`src/rtl/assert_macros.svh`:
```
// assertion helpers shared by the rtl
`ifndef ASSERT_MACROS_SVH
`define ASSERT_MACROS_SVH

// property that must hold at every clock edge out of reset
`define CHECK_HOLDS(label, clk, rst_n, prop) \
    label: assert property (@(posedge clk) disable iff (!rst_n) (prop)) \
        else $error("check failed: property does not hold");

// condition in one cycle forces an expression in the next
`define CHECK_NEXT(label, clk, rst_n, cond, expr) \
    label: assert property (@(posedge clk) disable iff (!rst_n) (cond) |=> (expr)) \
        else $error("check failed: next-cycle expectation missed");

`endif

```
`src/rtl/hpq_pkg.sv`:
```
package hpq_pkg;

    // operation codes on the input word
    typedef enum logic [1:0] {
        OP_INSERT  = 2'd0,
        OP_EXTRACT = 2'd1,
        OP_CLEAR   = 2'd2,
        OP_READ    = 2'd3
    } op_t;

    // status codes on the result word
    typedef enum logic [1:0] {
        ST_OK    = 2'd0,
        ST_EMPTY = 2'd1,
        ST_FULL  = 2'd2,
        ST_RANGE = 2'd3
    } status_t;

    // one heap entry
    typedef struct packed {
        logic [31:0] key;
        logic [31:0] data;
    } entry_t;

    // entry travelling along the chain of level cells
    typedef struct packed {
        logic   valid;
        entry_t ent;
    } tok_t;

    // true when key a belongs above key b in the configured order
    function automatic logic better(input logic mn, input logic [31:0] a,
                                    input logic [31:0] b);
        return mn ? ($signed(a) < $signed(b)) : ($signed(a) > $signed(b));
    endfunction

endpackage

```
`src/rtl/hpq_ctrl.sv`:
```
module hpq_ctrl
    import hpq_pkg::*;
#(
    parameter int CAPACITY = 64
) (
    input  logic                              clk,
    input  logic                              rst_n,
    input  logic                              cfg_we,
    input  logic                              cfg_wdata,
    input  logic                              in_valid,
    output logic                              in_ready,
    input  logic [1:0]                        opcode,
    input  logic signed [31:0]                key,
    input  logic [31:0]                       data,
    input  logic [$clog2(CAPACITY)-1:0]       index,
    output logic                              out_valid,
    input  logic                              out_ready,
    output logic [1:0]                        status,
    output logic signed [31:0]                out_key,
    output logic [31:0]                       out_data,
    output logic [$clog2(CAPACITY+1)-1:0]     entry_count,
    // chain side
    output logic                              min_order,
    output logic [$clog2(CAPACITY+1)-1:0]     cnt,
    output logic                              rd_en,
    output logic [$clog2(CAPACITY)-1:0]       rd_idx,
    input  entry_t                            rd_ent,
    output tok_t                              ins_tok,
    output logic [$clog2(CAPACITY)-1:0]       ins_idx,
    output tok_t                              dn_start,
    input  logic                              walk_done
);

    localparam int AW = $clog2(CAPACITY);
    localparam int CW = $clog2(CAPACITY + 1);

    typedef enum logic [1:0] {
        S_IDLE,
        S_EXT_LAST,
        S_WALK,
        S_HOLD
    } state_t;

    state_t        state_reg, state_next;
    logic [CW-1:0] cnt_reg, cnt_next;
    logic          min_order_reg, min_order_next;
    status_t       res_status_reg, res_status_next;
    logic [31:0]   res_key_reg, res_key_next;
    logic [31:0]   res_data_reg, res_data_next;
    logic          out_valid_reg, out_valid_next;
    status_t       out_status_reg, out_status_next;
    logic [31:0]   out_key_reg, out_key_next;
    logic [31:0]   out_data_reg, out_data_next;
    logic [CW-1:0] out_count_reg, out_count_next;
    logic          accept;
    op_t           op;

    always_comb
    begin
        op              = op_t'(opcode);
        in_ready        = (state_reg == S_IDLE);
        accept          = in_valid && in_ready;
        state_next      = state_reg;
        cnt_next        = cnt_reg;
        min_order_next  = cfg_we ? cfg_wdata : min_order_reg;
        res_status_next = res_status_reg;
        res_key_next    = res_key_reg;
        res_data_next   = res_data_reg;
        out_valid_next  = out_valid_reg && !out_ready;
        out_status_next = out_status_reg;
        out_key_next    = out_key_reg;
        out_data_next   = out_data_reg;
        out_count_next  = out_count_reg;

        // controller reads: top or requested entry, then the last entry
        rd_en  = (state_reg == S_IDLE) || (state_reg == S_EXT_LAST);
        rd_idx = (state_reg == S_EXT_LAST) ? cnt_reg[AW-1:0]
               : ((op == OP_EXTRACT) ? '0 : index);

        ins_tok      = '0;
        ins_tok.ent  = '{key: key, data: data};
        ins_idx      = cnt_reg[AW-1:0];
        dn_start     = '0;
        dn_start.ent = rd_ent;

        unique case (state_reg)
            S_IDLE:
            begin
                if (accept)
                begin
                    res_status_next = ST_OK;
                    res_key_next    = '0;
                    res_data_next   = '0;
                    state_next      = S_HOLD;
                    unique case (op)
                        OP_INSERT:
                        begin
                            if (cnt_reg == CW'(CAPACITY))
                                res_status_next = ST_FULL;
                            else
                            begin
                                ins_tok.valid = 1'b1;
                                cnt_next      = cnt_reg + CW'(1);
                                state_next    = S_WALK;
                            end
                        end
                        OP_EXTRACT:
                        begin
                            if (cnt_reg == '0)
                                res_status_next = ST_EMPTY;
                            else
                            begin
                                res_key_next  = rd_ent.key;
                                res_data_next = rd_ent.data;
                                cnt_next      = cnt_reg - CW'(1);
                                state_next    = S_EXT_LAST;
                            end
                        end
                        OP_CLEAR:
                            cnt_next = '0;
                        OP_READ:
                        begin
                            if (CW'(index) >= cnt_reg)
                                res_status_next = ST_RANGE;
                            else
                            begin
                                res_key_next  = rd_ent.key;
                                res_data_next = rd_ent.data;
                            end
                        end
                    endcase
                end
            end
            S_EXT_LAST:
            begin
                // last entry moves into the root hole and sifts down
                if (cnt_reg == '0)
                    state_next = S_HOLD;
                else
                begin
                    dn_start.valid = 1'b1;
                    state_next     = S_WALK;
                end
            end
            S_WALK:
            begin
                if (walk_done)
                    state_next = S_HOLD;
            end
            S_HOLD:
            begin
                if (!out_valid_reg || out_ready)
                begin
                    out_valid_next  = 1'b1;
                    out_status_next = res_status_reg;
                    out_key_next    = res_key_reg;
                    out_data_next   = res_data_reg;
                    out_count_next  = cnt_reg;
                    state_next      = S_IDLE;
                end
            end
        endcase
    end

    always_ff @(posedge clk or negedge rst_n)
    begin
        if (!rst_n)
        begin
            state_reg      <= S_IDLE;
            cnt_reg        <= '0;
            min_order_reg  <= 1'b0;
            res_status_reg <= ST_OK;
            res_key_reg    <= '0;
            res_data_reg   <= '0;
            out_valid_reg  <= 1'b0;
            out_status_reg <= ST_OK;
            out_key_reg    <= '0;
            out_data_reg   <= '0;
            out_count_reg  <= '0;
        end
        else
        begin
            state_reg      <= state_next;
            cnt_reg        <= cnt_next;
            min_order_reg  <= min_order_next;
            res_status_reg <= res_status_next;
            res_key_reg    <= res_key_next;
            res_data_reg   <= res_data_next;
            out_valid_reg  <= out_valid_next;
            out_status_reg <= out_status_next;
            out_key_reg    <= out_key_next;
            out_data_reg   <= out_data_next;
            out_count_reg  <= out_count_next;
        end
    end

    assign min_order   = min_order_reg;
    assign cnt         = cnt_reg;
    assign out_valid   = out_valid_reg;
    assign status      = out_status_reg;
    assign out_key     = out_key_reg;
    assign out_data    = out_data_reg;
    assign entry_count = out_count_reg;

endmodule

```
`config.mk`:
```
export PLATFORM = sky130hd
export DESIGN_NAME = hpq_ctrl
export DESIGN_NICKNAME = d
export VERILOG_FILES = /design/src/rtl/assert_macros.svh /design/src/rtl/hpq_pkg.sv /design/src/rtl/hpq_ctrl.sv
export SDC_FILE = /design/constraint.sdc
export NUM_CORES = 1
export LEC_CHECK = 0
export ABC_AREA = 1
export BUFFER_PORTS_ARGS = -buffer_cell sky130_fd_sc_hd__buf_2
export CORE_ASPECT_RATIO = 1.5
export CORE_MARGIN = 2
export CORE_UTILIZATION = 40
export DETAILED_ROUTE_END_ITERATION = 12
export PLACE_DENSITY = 0.73
export SLEW_MARGIN = 20
export SYNTH_ARGS = -nofsm -noshare
export SYNTH_HDL_FRONTEND = slang
export SYNTH_SLANG_ARGS = --single-unit
```
`constraint.sdc`:
```
create_clock -name clk -period 4.8 [get_ports clk]
set_input_delay 0.96 -clock clk [delete_from_list [all_inputs] [get_ports clk]]
set_output_delay 0.96 -clock clk [all_outputs]
set_load 0.05 [all_outputs]
```
==> Flow_metrics.wiki <==
{| class="wikitable"
! Metric !! Value
|-
| Overall Power || 6.59 mW
|-
| Count of buffers inserted at the top-level ports || 240
|-
| Critical path fanouts, max || 15
|-
| GR Util All Layers || 17.0%
|-
| Clock root cell || sky130_fd_sc_hd__clkbuf_16
|-
| Final setup fails || 0
|-
| Full die area || 21400 µm²
|-
| Share of cells above drive strength 1 || 40.0%
|-
| Via count || 5806
|-
| Element type at the critical path end || output pin
|-
| Yosys warning count || 0
|-
| Total clock buffers created by CTS || 17
|-
| Number of H-tree branching levels || 4
|-
| Required time at the worst-slack endpoint || 3.84 ns
|-
| Startpoint type of the worst setup path || flop
|-
| I/O pin count || 369
|-
| Setup TNS || 0 ns
|-
| Run status || completed
|-
| Multi-input combinational cell area || 2750 µm²
|-
| Max-cap viol count || 0
|-
| Most used flip-flop cell after synthesis || sky130_fd_sc_hd__dfrtp_1
|-
| Worst slew slack as a fraction of its limit || 34.1%
|-
| FFs w/ async S/R, synth || 100%
|-
| Area inside the core boundary || 19800 µm²
|-
| Syn Nets || 1049
|-
| Highest clock frequency the design can meet || 0.341 GHz
|-
| Starting density of the core || 40.8%
|-
| Highest-count cells in the layout ignoring fill and taps || 239 x sky130_fd_sc_hd__buf_2, 198 x sky130_fd_sc_hd__nand2_1, 150 x sky130_fd_sc_hd__dfrtp_1, 97 x sky130_fd_sc_hd__inv_1, 81 x sky130_fd_sc_hd__nor2_1
|-
| Mapped Area || 8070 µm²
|-
| Routed wire length || 18.1 mm
|-
| Measured slew at the worst slew-check pin || 0.989 ns
|-
| Worst Clk Skew || 0.00991 ns
|-
| Fin crit period || 2.93 ns
|-
| Total Nets Final || 1148
|-
| Count of flip-flops with a built-in enable after synthesis || 0
|-
| RSZ-0062 raised after global routing || no
|-
| Post-place setup slack || 2.06 ns
|-
| Hold Path Class || primary input to async pin
|-
| Static Leakage || 5.39 nW
|-
| FF+latch area || 3750 µm²
|-
| Sequential fraction of the synthesis area || 46.5%
|-
| Cell types with the largest area share after synthesis || sky130_fd_sc_hd__dfrtp_1 47%, sky130_fd_sc_hd__buf_4 13%, sky130_fd_sc_hd__mux2_2 9.3%
|-
| Max Buffers Root-to-Sink || 2
|-
| Post-synthesis cell type with the largest combined area || sky130_fd_sc_hd__dfrtp_1
|-
| Resized cells post-CTS || 0
|-
| Initial antenna violation count || 0
|-
| Overflow left after global routing || 0
|-
| Clock tree from TritonCTS || yes
|-
| Vias in the first global route || 5464
|-
| Setup WS post-layout || 1.87 ns
|-
| Chip Width || 120 µm
|-
| Avg Cell Area, Syn || 9.07 µm²
|-
| Layout fillers || 1924
|-
| Global-route wire length before repair || 27.9 mm
|-
| Source-to-sink clock delay at the later pin of the worst-skew pair || 0.42 ns
|-
| Max IR drop VDD || 0.491 mV
|-
| Count of final max-slew check failures || 0
|-
| Antenna-violating nets left || 0
|-
| Final estimated routing congestion in global placement || 0.867
|-
| Routed length per placed instance || 14.4 µm
|-
| Share of Yosys cell area claimed by the top area cell type || 46.5%
|-
| Routed vias/inst || 4.60
|-
| Share of the cycle needed by the critical path after routing || 61.1%
|-
| DRC || 0
|-
| Diode insertion count for antenna repair || 0
|-
| DR iter-0 viols || 244
|-
| Clock transition time at the flip-flop clock pins of the worst setup and hold paths || 0.06 ns
|-
| Worst setup path category || flop to output pin
|-
| Detailed-router iteration count before antenna repair || 5
|-
| Post-Synthesis Cells || 890
|-
| CTS sink cnt || 150
|-
| Total of hold buffers inserted after clock tree synthesis || 0
|-
| Endpoints failing hold || 0
|-
| HPWL reported at the end of detailed placement || 12.4 mm
|-
| Pwr dens || 726 nW/µm²
|-
| Setup repair bufs after CTS || 0
|-
| Post-synthesis to final-layout area growth || 12.4%
|-
| Flip-flop and latch count after synthesis || 150
|-
| Largest net degree at the start of global routing || 99
|-
| Most frequent standard cell in the layout excluding fill and tap cells || sky130_fd_sc_hd__buf_2
|-
| Vertical die dimension || 178 µm
|-
| Placement row count || 63
|-
| Unique cell type count in the Yosys netlist || 32
|-
| Arrival @ worst endpoint || 1.97 ns
|}
-- synth_stat cells (3+ instances only) --
library cell,n
sky130_fd_sc_hd__inv_1,97
sky130_fd_sc_hd__clkbuf_1,10
sky130_fd_sc_hd__mux2_2,67
sky130_fd_sc_hd__nor2_1,81
sky130_fd_sc_hd__a21oi_1,6
sky130_fd_sc_hd__buf_8,3
sky130_fd_sc_hd__nand2_1,200
sky130_fd_sc_hd__nand4_1,3
sky130_fd_sc_hd__o21ai_0,19
sky130_fd_sc_hd__nand3_1,22
sky130_fd_sc_hd__buf_2,11
sky130_fd_sc_hd__ha_1,15
sky130_fd_sc_hd__nand2_2,49
sky130_fd_sc_hd__buf_4,135
sky130_fd_sc_hd__buf_12,3
sky130_fd_sc_hd__dfrtp_1,150
-- cell type report --
class	instances	share of cell area [%]
sequential	150	41.4
timing repair buffer	243	13.7
tap	260	3.58
inverter	98	4.05
clock inverter	13	2.18
multi-input combinational	479	30.3
clock buffer	18	4.84
-- cell families (layout without fill, tap and decap cells) --
| logic type | after synthesis | count (layout) | share of synthesized area, % |
|---|---|---|---|
| compound gates | 29 | 29 | 2.00 |
| xor+xnor | 3 | 3 | 0.326 |
| fa+ha+maj | 16 | 16 | 2.57 |
| buf+inv | 261 | 372 | 19.7 |
| flops | 150 | 150 | 46.5 |
| mux | 67 | 67 | 9.35 |
| simple gates | 364 | 364 | 19.6 |
-- path summary, 6_finish.rpt --
path                                      start  slack, ns               end  cells past startpoint
worst min-delay path                      rst_n       0.48        out_key[2]                      1
worst max register to register     state_reg[0]       2.47  res_data_reg[19]                      9
max in group asynchronous                 rst_n       3.40    entry_count[4]                      2
worst max-delay path               state_reg[1]       1.87         rd_idx[2]                      6
worst min register to register  res_key_reg[30]       0.48   res_key_reg[30]                      2
min in group clk                res_key_reg[30]       0.48   res_key_reg[30]                      2
-- per-layer routing --
layer / share of wire, % / GRT usage [%] / vias to the layer above
li1: - / - / 2797
met1: 39 / 18.7 / 2760
met2: 53 / 30.3 / 176
met3: 4.5 / 3.26 / 73
met4: 4.1 / 9.71 / 0
met5: 0 / 0 / -
-- worst max-delay path: stages (launching register included) --
cell and delay, ns:
sky130_fd_sc_hd__dfrtp_1 0.39, sky130_fd_sc_hd__inv_1 0.08, sky130_fd_sc_hd__ha_1 0.17, sky130_fd_sc_hd__inv_1 0.35
sky130_fd_sc_hd__nand3_1 0.14, sky130_fd_sc_hd__o21ai_0 0.11, sky130_fd_sc_hd__buf_2 0.30
-- through the flow --
step	area, µm²	cells	util, %	hold WS, ns
5_1_grt	9070	1261	45.9	0.503
3_5_place_dp	8430	1230	42.6	0.461
3_3_place_gp	8430	1230	42.6	0.457
6_report	9070	1261	45.9	0.476
4_1_cts	9070	1261	45.8	0.480
2_1_floorplan	8070	890	-	0.445
-- report_power, final --
| part | switching, mW | internal, mW |
|---|---|---|
| Combinational | 2.26 | 0.839 |
| Clock | 0.546 | 0.889 |
| Sequential | 0.297 | 1.76 |
Note: power is estimated with default switching activity, not from simulation.
